`config.mk`:
```
export PLATFORM = sky130hd
export DESIGN_NAME = tlv_application_list_parser_top
export DESIGN_NICKNAME = d
export VERILOG_FILES = /design/src/rtl/tlap_pkg.sv /design/src/rtl/tlap_front.sv /design/src/rtl/tlap_queue.sv /design/src/rtl/tlap_back.sv /design/src/rtl/tlv_application_list_parser_top.sv
export SDC_FILE = /design/constraint.sdc
export NUM_CORES = 1
export LEC_CHECK = 0
export ABC_CLOCK_PERIOD_IN_PS = 13900
export BUFFER_PORTS_ARGS = -buffer_cell sky130_fd_sc_hd__buf_2
export CORE_MARGIN = 1.5
export CORE_UTILIZATION = 40
export DETAILED_ROUTE_END_ITERATION = 10
export PLACE_DENSITY_LB_ADDON = 0.3
export REMOVE_ABC_BUFFERS = 1
export SYNTH_ARGS = -nofsm -noshare
export SYNTH_HDL_FRONTEND = slang
export SYNTH_SLANG_ARGS = --single-unit
```
`constraint.sdc`:
```
create_clock -name aclk -period 13.9 [get_ports aclk]
set_input_delay 4.17 -clock aclk [delete_from_list [all_inputs] [get_ports aclk]]
set_output_delay 4.17 -clock aclk [all_outputs]
set_load 0.05 [all_outputs]
```
`src/rtl/tlap_pkg.sv`:
```
// shared types and constants for the application list parser
// no dependencies
package tlap_pkg;

    // tag and length-form bytes
    localparam logic [7:0] TAG_TEMPLATE = 8'h61;
    localparam logic [7:0] TAG_AID      = 8'h4F;
    localparam logic [7:0] TAG_PRIO     = 8'h87;
    localparam logic [7:0] LEN_ONE      = 8'h81;
    localparam logic [7:0] LEN_TWO      = 8'h82;

    // result kinds
    localparam logic [1:0] KIND_START = 2'd0;
    localparam logic [1:0] KIND_AID   = 2'd1;
    localparam logic [1:0] KIND_PRIO  = 2'd2;
    localparam logic [1:0] KIND_END   = 2'd3;

    // element kinds
    localparam logic [1:0] EK_NONE = 2'd0;
    localparam logic [1:0] EK_AID  = 2'd1;
    localparam logic [1:0] EK_PRIO = 2'd2;

    localparam int QUEUE_DEPTH_DEF = 4;

    // one result on the output channel
    typedef struct packed {
        logic [1:0]  kind;
        logic [7:0]  app_number;
        logic [15:0] byte_position;
        logic [7:0]  item_value;
        logic [15:0] aid_length;
        logic        final_flag;
    } result_t;

    // what one accepted item produced: an optional byte result and an optional end result
    typedef struct packed {
        logic        has_byte;
        logic [1:0]  kind;
        logic [7:0]  app_number;
        logic [15:0] byte_position;
        logic [7:0]  item_value;
        logic [15:0] aid_length;
        logic        has_end;
        logic [7:0]  app_count;
    } entry_t;

endpackage

```
`src/rtl/tlap_front.sv`:
```
// front part: accepts response bytes, runs the tlv parse state, builds queue entries
// depends on tlap_pkg
module tlap_front (
    input  logic            aclk,
    input  logic            aresetn,
    input  logic            s_valid,
    output logic            s_ready,
    input  logic [7:0]      s_data_byte,
    input  logic            s_end_of_response,
    input  logic            q_full,
    output logic            q_push,
    output tlap_pkg::entry_t q_entry
);
    import tlap_pkg::*;

    typedef enum logic [4:0] {
        PH_SCAN   = 5'b00001,
        PH_TLEN   = 5'b00010,
        PH_INSIDE = 5'b00100,
        PH_ELEN   = 5'b01000,
        PH_EVAL   = 5'b10000
    } phase_t;

    phase_t      phase_reg, phase_next;
    logic [1:0]  ekind_reg, ekind_next;
    logic [1:0]  lbl_reg, lbl_next;
    logic [15:0] elen_reg, elen_next;
    logic [15:0] erem_reg, erem_next;
    logic [15:0] trem_reg, trem_next;
    logic [7:0]  acnt_reg, acnt_next;
    logic [15:0] vpos_reg, vpos_next;

    logic        accept;
    logic [15:0] trem_dec;
    logic [15:0] erem_dec;
    logic [15:0] acc_src;
    logic [15:0] feed_acc;
    logic [1:0]  feed_lbl;
    logic        feed_done;
    logic [7:0]  cur_app;
    entry_t      ent;

    assign s_ready = !q_full;
    assign accept  = s_valid && s_ready;

    assign trem_dec = (trem_reg != 16'd0) ? trem_reg - 16'd1 : 16'd0;
    assign erem_dec = (erem_reg != 16'd0) ? erem_reg - 16'd1 : 16'd0;
    assign cur_app  = (acnt_reg == 8'd0) ? 8'd0 : acnt_reg - 8'd1;

    // length decoding, short or long form
    always_comb begin
        acc_src = (phase_reg == PH_TLEN) ? trem_reg : elen_reg;
        if (lbl_reg == 2'd0) begin
            if (s_data_byte == LEN_ONE) begin
                feed_acc  = 16'd0;
                feed_lbl  = 2'd1;
                feed_done = 1'b0;
            end else if (s_data_byte == LEN_TWO) begin
                feed_acc  = 16'd0;
                feed_lbl  = 2'd2;
                feed_done = 1'b0;
            end else begin
                feed_acc  = {8'd0, s_data_byte};
                feed_lbl  = 2'd0;
                feed_done = 1'b1;
            end
        end else begin
            feed_acc  = {acc_src[7:0], s_data_byte};
            feed_lbl  = lbl_reg - 2'd1;
            feed_done = (lbl_reg == 2'd1);
        end
    end

    always_comb begin
        phase_next = phase_reg;
        ekind_next = ekind_reg;
        lbl_next   = lbl_reg;
        elen_next  = elen_reg;
        erem_next  = erem_reg;
        trem_next  = trem_reg;
        acnt_next  = acnt_reg;
        vpos_next  = vpos_reg;
        ent        = '0;

        unique case (phase_reg)
            PH_TLEN: begin
                trem_next = feed_acc;
                lbl_next  = feed_lbl;
                if (feed_done) begin
                    ent.has_byte   = 1'b1;
                    ent.kind       = KIND_START;
                    ent.app_number = acnt_reg;
                    if (acnt_reg != 8'hFF) begin
                        acnt_next = acnt_reg + 8'd1;
                    end
                    phase_next = (feed_acc == 16'd0) ? PH_SCAN : PH_INSIDE;
                end
            end
            PH_INSIDE: begin
                trem_next = trem_dec;
                if (s_data_byte == TAG_AID || s_data_byte == TAG_PRIO) begin
                    ekind_next = (s_data_byte == TAG_AID) ? EK_AID : EK_PRIO;
                    lbl_next   = 2'd0;
                    elen_next  = 16'd0;
                    phase_next = PH_ELEN;
                end else if (trem_dec == 16'd0) begin
                    phase_next = PH_SCAN;
                end
            end
            PH_ELEN: begin
                trem_next = trem_dec;
                elen_next = feed_acc;
                lbl_next  = feed_lbl;
                if (feed_done) begin
                    erem_next = feed_acc;
                    vpos_next = 16'd0;
                    if (feed_acc == 16'd0) begin
                        ekind_next = EK_NONE;
                        phase_next = (trem_dec == 16'd0) ? PH_SCAN : PH_INSIDE;
                    end else begin
                        phase_next = PH_EVAL;
                    end
                end
            end
            PH_EVAL: begin
                trem_next = trem_dec;
                erem_next = erem_dec;
                vpos_next = vpos_reg + 16'd1;
                if (ekind_reg == EK_AID) begin
                    ent.has_byte      = 1'b1;
                    ent.kind          = KIND_AID;
                    ent.app_number    = cur_app;
                    ent.byte_position = vpos_reg;
                    ent.item_value    = s_data_byte;
                    ent.aid_length    = elen_reg;
                end
                if (erem_dec == 16'd0) begin
                    if (ekind_reg == EK_PRIO) begin
                        ent.has_byte   = 1'b1;
                        ent.kind       = KIND_PRIO;
                        ent.app_number = cur_app;
                        ent.item_value = s_data_byte;
                    end
                    ekind_next = EK_NONE;
                    phase_next = (trem_dec == 16'd0) ? PH_SCAN : PH_INSIDE;
                end
            end
            default: begin
                if (s_data_byte == TAG_TEMPLATE) begin
                    lbl_next   = 2'd0;
                    trem_next  = 16'd0;
                    phase_next = PH_TLEN;
                end else begin
                    phase_next = PH_SCAN;
                end
            end
        endcase

        ent.has_end   = s_end_of_response;
        ent.app_count = acnt_next;
    end

    assign q_entry = ent;
    assign q_push  = accept && (ent.has_byte || ent.has_end);

    always_ff @(posedge aclk) begin
        if (!aresetn || (accept && s_end_of_response)) begin
            phase_reg <= PH_SCAN;
            ekind_reg <= EK_NONE;
            lbl_reg   <= 2'd0;
            elen_reg  <= 16'd0;
            erem_reg  <= 16'd0;
            trem_reg  <= 16'd0;
            acnt_reg  <= 8'd0;
            vpos_reg  <= 16'd0;
        end else if (accept) begin
            phase_reg <= phase_next;
            ekind_reg <= ekind_next;
            lbl_reg   <= lbl_next;
            elen_reg  <= elen_next;
            erem_reg  <= erem_next;
            trem_reg  <= trem_next;
            acnt_reg  <= acnt_next;
            vpos_reg  <= vpos_next;
        end
    end

endmodule

```
`src/rtl/tlap_queue.sv`:
```
// short queue of parsed entries between front and back
// depends on tlap_pkg
module tlap_queue #(
    parameter int DEPTH = tlap_pkg::QUEUE_DEPTH_DEF
) (
    input  logic             aclk,
    input  logic             aresetn,
    input  logic             push,
    input  tlap_pkg::entry_t push_entry,
    output logic             full,
    input  logic             pop,
    output tlap_pkg::entry_t head,
    output logic             empty
);
    import tlap_pkg::*;

    localparam int PW = (DEPTH > 1) ? $clog2(DEPTH) : 1;
    localparam int CW = $clog2(DEPTH + 1);
    localparam logic [PW-1:0] LAST = PW'(DEPTH - 1);
    localparam logic [CW-1:0] FULLC = CW'(DEPTH);

    entry_t          slot_reg [DEPTH];
    logic [PW-1:0]   wptr_reg, rptr_reg;
    logic [CW-1:0]   cnt_reg;
    logic            do_push, do_pop;

    assign full    = (cnt_reg == FULLC);
    assign empty   = (cnt_reg == '0);
    assign do_push = push && !full;
    assign do_pop  = pop && !empty;
    assign head    = slot_reg[rptr_reg];

    always_ff @(posedge aclk) begin
        if (do_push) begin
            slot_reg[wptr_reg] <= push_entry;
        end
    end

    always_ff @(posedge aclk) begin
        if (!aresetn) begin
            wptr_reg <= '0;
            rptr_reg <= '0;
            cnt_reg  <= '0;
        end else begin
            if (do_push) begin
                wptr_reg <= (wptr_reg == LAST) ? '0 : wptr_reg + PW'(1);
            end
            if (do_pop) begin
                rptr_reg <= (rptr_reg == LAST) ? '0 : rptr_reg + PW'(1);
            end
            if (do_push && !do_pop) begin
                cnt_reg <= cnt_reg + CW'(1);
            end else if (do_pop && !do_push) begin
                cnt_reg <= cnt_reg - CW'(1);
            end
        end
    end

endmodule

```
`src/rtl/tlap_back.sv`:
```
// back part: splits queue entries into results and drives the output register
// depends on tlap_pkg
module tlap_back (
    input  logic             aclk,
    input  logic             aresetn,
    input  tlap_pkg::entry_t head,
    input  logic             q_empty,
    output logic             q_pop,
    output logic             m_valid,
    input  logic             m_ready,
    output tlap_pkg::result_t m_res
);
    import tlap_pkg::*;

    logic    out_valid_reg, out_valid_next;
    result_t out_reg, out_next;
    logic    sub_done_reg, sub_done_next;
    logic    load, take, first_part;

    assign load       = !out_valid_reg || m_ready;
    assign take       = load && !q_empty;
    assign first_part = head.has_byte && !sub_done_reg;

    always_comb begin
        out_next       = out_reg;
        sub_done_next  = sub_done_reg;
        out_valid_next = load ? 1'b0 : out_valid_reg;
        q_pop          = 1'b0;
        if (take) begin
            out_valid_next = 1'b1;
            if (first_part) begin
                out_next.kind          = head.kind;
                out_next.app_number    = head.app_number;
                out_next.byte_position = head.byte_position;
                out_next.item_value    = head.item_value;
                out_next.aid_length    = head.aid_length;
                out_next.final_flag    = !head.has_end;
                sub_done_next          = head.has_end;
                q_pop                  = !head.has_end;
            end else begin
                // end-of-response result with the application count
                out_next.kind          = KIND_END;
                out_next.app_number    = 8'd0;
                out_next.byte_position = 16'd0;
                out_next.item_value    = head.app_count;
                out_next.aid_length    = 16'd0;
                out_next.final_flag    = 1'b1;
                sub_done_next          = 1'b0;
                q_pop                  = 1'b1;
            end
        end
    end

    always_ff @(posedge aclk) begin
        if (!aresetn) begin
            out_valid_reg <= 1'b0;
            sub_done_reg  <= 1'b0;
        end else begin
            out_valid_reg <= out_valid_next;
            sub_done_reg  <= sub_done_next;
        end
    end

    always_ff @(posedge aclk) begin
        out_reg <= out_next;
    end

    assign m_valid = out_valid_reg;
    assign m_res   = out_reg;

endmodule

```
`src/rtl/tlv_application_list_parser_top.sv`:
```
// top level of the application list parser: front, queue and back
// depends on tlap_pkg, tlap_front, tlap_queue, tlap_back
//
// channel   | direction | handshake          | payload
// ----------+-----------+--------------------+-----------------------------------------
// s_        | in        | s_valid / s_ready  | s_data_byte, s_end_of_response
// m_        | out       | m_valid / m_ready  | m_kind, m_app_number, m_byte_position,
//           |           |                    | m_item_value, m_aid_length, m_final_flag
//
// the front takes one byte per cycle while the queue is not full; the parse state updates in that same cycle
// the output register gives one result per cycle while m_ready allows, so a byte that ends the response
// and also yields a result needs two output results in turn; the queue absorbs that
// s_ready drops only while the QUEUE_DEPTH-entry queue is full
// aresetn is synchronous and active low; it clears the parse state, the queue and
// the output valid, with no clearing pass
module tlv_application_list_parser_top #(
    parameter int QUEUE_DEPTH = tlap_pkg::QUEUE_DEPTH_DEF
) (
    input  logic        aclk,
    input  logic        aresetn,
    input  logic        s_valid,
    output logic        s_ready,
    input  logic [7:0]  s_data_byte,
    input  logic        s_end_of_response,
    output logic        m_valid,
    input  logic        m_ready,
    output logic [1:0]  m_kind,
    output logic [7:0]  m_app_number,
    output logic [15:0] m_byte_position,
    output logic [7:0]  m_item_value,
    output logic [15:0] m_aid_length,
    output logic        m_final_flag
);
    import tlap_pkg::*;

    // front to queue
    logic    q_push;
    entry_t  q_in;
    logic    q_full;

    // queue to back
    entry_t  q_head;
    logic    q_empty;
    logic    q_pop;

    result_t res;

    // parser: classifies each byte and updates the tlv state
    tlap_front u_front (
        .aclk              (aclk),
        .aresetn           (aresetn),
        .s_valid           (s_valid),
        .s_ready           (s_ready),
        .s_data_byte       (s_data_byte),
        .s_end_of_response (s_end_of_response),
        .q_full            (q_full),
        .q_push            (q_push),
        .q_entry           (q_in)
    );

    // decouples parsing from output stalls
    tlap_queue #(
        .DEPTH (QUEUE_DEPTH)
    ) u_queue (
        .aclk       (aclk),
        .aresetn    (aresetn),
        .push       (q_push),
        .push_entry (q_in),
        .full       (q_full),
        .pop        (q_pop),
        .head       (q_head),
        .empty      (q_empty)
    );

    // emits byte result then end result, one per cycle while the output is not stalled
    tlap_back u_back (
        .aclk    (aclk),
        .aresetn (aresetn),
        .head    (q_head),
        .q_empty (q_empty),
        .q_pop   (q_pop),
        .m_valid (m_valid),
        .m_ready (m_ready),
        .m_res   (res)
    );

    assign m_kind          = res.kind;
    assign m_app_number    = res.app_number;
    assign m_byte_position = res.byte_position;
    assign m_item_value    = res.item_value;
    assign m_aid_length    = res.aid_length;
    assign m_final_flag    = res.final_flag;

endmodule

```
; Yosys cells after proc, flatten, opt, wreduce, memory -nomap -nowiden
; Memories as Yosys holds them, arrays and structs flattened. A register that Yosys moved wholly into a read port is not among the register bits.
; Index checks and enable logic that the tools add are counted.
[op_classes]
addsub = 10
reduce_logical = 44
bitwise = 1
eq_ne = 22
n_mux = 65
[op_table]
columns = operator, count
row1 = 16-bit two-way mux, 8
row2 = 16-bit case mux with 2 select lines, 4
row3 = 8-bit two-way mux, 8
row4 = 51-bit two-way mux, 1
row5 = 16-bit zero test, 3
row6 = 40-bit two-way mux, 1
row7 = 11-bit two-way mux, 3
row8 = 16-bit nonzero test, 2
row9 = "16-bit by 1-bit subtractor with 16-bit output, second input constant", 2
row10 = 2-bit two-way mux, 15
row11 = 5-bit two-way mux, 6
row12 = 25-bit two-way mux, 1
row13 = "8-bit equality test, second input constant", 3
row14 = 11-bit case mux with 2 select lines, 1
row15 = 5-bit case mux with 4 select lines, 1
row16 = "16-bit by 1-bit adder with 16-bit output, second input constant", 1
row17 = "8-bit by 7-bit equality test with 1-bit output, second input constant", 2
row18 = 3-bit two-way mux, 4
row19 = 2-bit case mux with 3 select lines, 2
row20 = 1-bit two-way mux, 10
row21 = "2-bit by 1-bit inequality test with 1-bit output, second input constant", 5
row22 = 1-bit logical AND, 9
row23 = 3-bit nonzero test, 3
row24 = "8-bit by 1-bit adder with 8-bit output, second input constant", 1
row25 = 28 further kinds, 46
[word_totals]
ramBits = 240
out_inout_bits = 53
wordCells = 162
inputBits = 13
n_memories = 1
regBits = 141
[mem_list]
columns = memory, depth, word_bits, rd, rd_ports_with_merged_regs, wr, line_no
row1 = u_queue.slot_reg, 4, 60, 1, 1, 1, tlap_queue.sv:22  ; entry_t slot_reg [DEPTH];

; Depth between registers and ports, before layout
[logic_depth]
depth_word = 13
mapped_depth = 16
ltp_nobuf = 15

; Modules after synthesis
; From an unflattened synthesis, not the netlist that was laid out.
[unflattened]
hier_cells = 1291
hier_area_um2 = 17098.9
[by_module_without_submodules]
columns = module, seq_area_each_um2, area_each_um2, n_inst, cells_each
row1 = tlap_queue, 7387.1, 9203.8, 1, 365
row2 = tlap_front, 1621.6, 5838.1, 1, 807
row3 = tlap_back, 1571.5, 2057.0, 1, 119

; Least setup slack after synthesis
; No wires, ideal clock.
[synth_path]
kind = input-to-reg
startpoint = in m_ready
endpoint = reg u_queue.cnt_reg[2]
t_arrival_ns = 8.413
stages = 9
path_slack_ns = 5.415
t_required_ns = 13.828
setup_time_ns = 0.072
path_buffers = 0
path_cell_list = inv_1 -> a21oi_1 -> nand2_1 -> ha_1 -> inv_1 -> fa_1 -> xor2_1 -> or3_1 -> a21oi_1
[synth_via]
elab_chain_cells = 7
elab_cells_between_ends = 9
cone_classes = mux (2) / reduce/logical (7)
[synth_rtl]
columns = item, line_no
row1 = "start, declared", tlv_application_list_parser_top.sv:26  ; input logic m_ready,
row2 = 1-bit logical OR (*), tlap_back.sv:20  ; assign load = !out_valid_reg || m_ready;
row3 = 1-bit logical AND (*), tlap_back.sv:21  ; assign take = load && !q_empty;
row4 = 1-bit two-way mux (*), tlap_back.sv:29  ; if (take) begin
row5 = 1-bit logical AND (*), tlap_queue.sv:30  ; assign do_pop = pop && !empty;
row6 = 1-bit zero test, tlap_queue.sv:51  ; if (do_push && !do_pop) begin
row7 = 1-bit logical AND, tlap_queue.sv:51
row8 = 3-bit two-way mux or 2-bit nonzero test (tied branches), -
row9 = "end signal, assigned", tlap_queue.sv:52  ; cnt_reg <= cnt_reg + CW'(1);
row10 = "end signal, assigned", tlap_queue.sv:54  ; cnt_reg <= cnt_reg - CW'(1);
row11 = "end, declared", tlap_queue.sv:24  ; logic [CW-1:0] cnt_reg;
; Every way passes the cells marked *; elsewhere a longest branch is shown, timed or not.
; A chain may end at the register's enable or synchronous reset.

==> flow_summary_export.csv <==
group,metric,value,unit
cells_and_area,largest_reg_flops,240,
sta,setup_viol,0,
synth,synthFlopType,"edfxtp_1",
route,drtIter0Drc,863,
power_and_ir_drop,power.net_switching,1060,uW
synth,ys_seq_area_frac,0.634,
sta,drv_slew,0,
global_routing,grt_pass1_wl,58.6,mm
power_and_ir_drop,seqPwrFrac,0.430,
cells_and_area,final_core_util,0.460,
floorplan,rows,74,
route,via_per_inst,5.64,
power_and_ir_drop,internal_power,2300,uW
worst_setup_path,critPathLaunch,"s_data_byte[7]",
route,drc,6,
route,wirelength,36.7,mm
synth,synth_edf_count,291,
synth,synth_cell_type_count,76,
route,wl_per_cell,19.6,microns
power_and_ir_drop,pwr-share-clk,0.321,
route,vias,10600,
worst_setup_path,r2r_setup_slack,9.46,ns
worst_setup_path,critPathCaptureType,"register",
sta,final.setup.tns,0,ns
route,antenna_left,0,
global_routing,grt-ovfl-total,0,
floorplan,design.die.area,43000,sq um
place,io_buffers,65,
synth,yosysWarnings,0,
sta,rsz0062_at_grt,"false",
worst_setup_path,cp-start-kind,"input pin",
floorplan,core,41000,sq um
power_and_ir_drop,power_frac_comb,0.249,
sta,fmax,0.147,GHz
floorplan,die_x,207,microns
cells_and_area,n_antenna_cell,0,
clock_tree,path_clk_slew,0.06,ns
outcome,violations,"DRC",
worst_setup_path,r2r_cells,15,
cells_and_area,area_growth,13.0,%
power_and_ir_drop,p_sw_frac,0.316,
clock_tree,cts_max_level,2,
synth,synth_common_cells,"291 x edfxtp_1, 125 x nor2_1, 92 x dfxtp_1",
sta,period_minus_slack,6.78,ns
global_routing,grt_max_degree,70,
cells_and_area,drive_gt1_frac,0.180,
hold_path,hold_end,"u_front.elen_reg[14]",
power_and_ir_drop,p_leak,0.00660,uW
clock_tree,cts_resized,0,
global_routing,grtUsageTotal,0.171,
clock_tree,clock_latency,0.56,ns
clock_tree,cts_buffer_depth,3,
worst_setup_path,r2r-start,"u_front.erem_reg[0]",
worst_setup_path,arrival,7.26,ns
place,dp_hpwl,22.4,mm
synth,synth_largest_area_cell,"edfxtp_1",
clock_tree,root_buffer,"clkbuf_16",
sta,period_share,0.488,
synth,yosysMostFrequentCell,"edfxtp_1",
synth,syn_area,16700,sq um
clock_tree,numCtsBuffers,42,
synth,ys_seq_elements,383,
synth,synth.avg_cell_area,13.2,sq um
global_routing,antenna_found_initial,0,
hold_path,holdPathStages,2,
clock_tree,clock-sinks,383,
synth,synthArstFlopShare,0,
clock_tree,cts_tree,"yes",
sta,clock_skew,0.0254,ns
synth,synthCells,1265,
sta,worstMarginPinSlew,1.11,ns
place,gp_congestion,0.899,
floorplan,initial_core_util,0.407,
hold_path,hold_start,"u_front.elen_reg[14]",
clock_tree,postCtsSetupBuffers,0,
route,drtPass1Iterations,10,
clock_tree,postCtsHoldBufs,0,
synth,synth_top_area_frac,0.524,
sta,maxSlewHeadroom,0.255,
worst_setup_path,worstSetupPathType,"input pin to register",
power_and_ir_drop,power_density,178,nW/um^2
run,maxCapViolations,0,
floorplan,die_height,207,microns
cells_and_area,nets,1337,
worst_setup_path,crit_path_max_fanout,9,
worst_setup_path,required,14.37,ns
hold_path,hold_class,"register to register",
worst_setup_path,regToRegEndpoint,"u_queue.cnt_reg[2]",
floorplan,io-pin-count,66,
power_and_ir_drop,peakVddDrop,91.4,uV
sta,hold_violations,0,
outcome,status,"finished, violations left",
global_routing,grt_pass1_vias,10500,
synth,synth.top_cells.by_area,"edfxtp_1 52%, dfxtp_1 11%, mux4_2 8.1%",
[critical path, stage by stage]
cell and delay [ns]:
buf_2 0.16, nor2b_1 0.20, a41o_1 0.28, nor2_1 0.55
a211o_1 0.36, o21a_1 0.21, ha_1 0.20, inv_1 0.07
fa_1 0.42, xor2_1 0.18, or3_1 0.31, a21oi_1 0.16
[worst max path at each step]
stage / endpoint / slack [ns] / depth (start not counted)
after floorplan: u_queue.cnt_reg[2] / 5.42 / 9
after global routing: u_queue.cnt_reg[2] / 6.90 / 12
after CTS: u_queue.cnt_reg[2] / 7.17 / 12
final: u_queue.cnt_reg[2] / 7.12 / 12
after detailed placement: u_queue.cnt_reg[2] / 6.62 / 12
after global placement: u_queue.cnt_reg[2] / 6.67 / 12
[metrics by stage]
stage	instance area [sq um]	cells	setup WS, ns	total power [uW]	hold WS [ns]
after floorplan	16400	1180	5.42	2130	0.448
after global placement	17500	1795	6.67	2320	0.466
after detailed placement	17500	1795	6.62	2330	0.477
after CTS	18900	1872	7.17	3420	0.491
after global routing	18900	1872	6.90	3510	0.523
final	18900	1872	7.12	3360	0.486
[power by group through the flow]
stage,sequential [uW],combinational [uW],clock [uW]
final,1450,838,1080
after global routing,1460,902,1150
after CTS,1450,858,1110
after detailed placement,1470,857,0
after global placement,1470,849,0
after floorplan,1780,345,0
[routing by layer]
layer / routed length [microns] / up-vias / part of all wire / global-route usage
li1: - / 4917 / - / -
met1: 16500 / 5240 / 0.45 / 0.233
met2: 17100 / 311 / 0.47 / 0.276
met3: 2010 / 93 / 0.055 / 0.0283
met4: 1100 / 0 / 0.030 / 0.0677
met5: 0 / - / 0 / 0
[cell usage in the layout (no fill, tap or decap), types with 11 or more instances in the layout]
master / Yosys / routed
a22oi_1: 23 / 23
xnor2_1: 18 / 18
clkbuf_1: 78 / 15
a21oi_1: 45 / 44
nand3_1: 27 / 27
dfxtp_1: 92 / 90
mux4_2: 60 / 60
mux2_2: 13 / 13
edfxtp_1: 291 / 291
and2_1: 21 / 17
and3_1: 81 / 81
ha_1: 16 / 16
o21ai_0: 38 / 37
nand2_1: 82 / 81
buf_2: 1 / 65
xor2_1: 16 / 16
a211oi_1: 11 / 11
buf_4: 0 / 18
inv_1: 22 / 22
nor3_1: 31 / 31
clkbuf_16: 0 / 42
nand4_1: 17 / 17
nor2_1: 125 / 125
[final cells by class]
class,instances,area [sq um]
clock inverters,17,203
multi-input cells,774,5710
inverters,23,86.3
well taps,532,666
repair buffers,83,460
clock buffers,60,1150
flip-flops and latches,383,10600
fillers,3636,22200
[cell families (layout without fill, tap and decap cells)]
| family | after synthesis | after routing | synth area share |
|---|---|---|---|
| adder cells (fa/ha/maj) | 17 | 17 | 0.0132 |
| AND/OR/NAND/NOR | 454 | 454 | 0.140 |
| multiplexers | 82 | 82 | 0.0951 |
| flip-flops | 383 | 383 | 0.634 |
| buffers and inverters | 108 | 183 | 0.0253 |
| AO/OA/AOI/OAI | 187 | 187 | 0.0746 |
| XOR/XNOR | 34 | 34 | 0.0178 |
(Power assumes the default switching activity.)
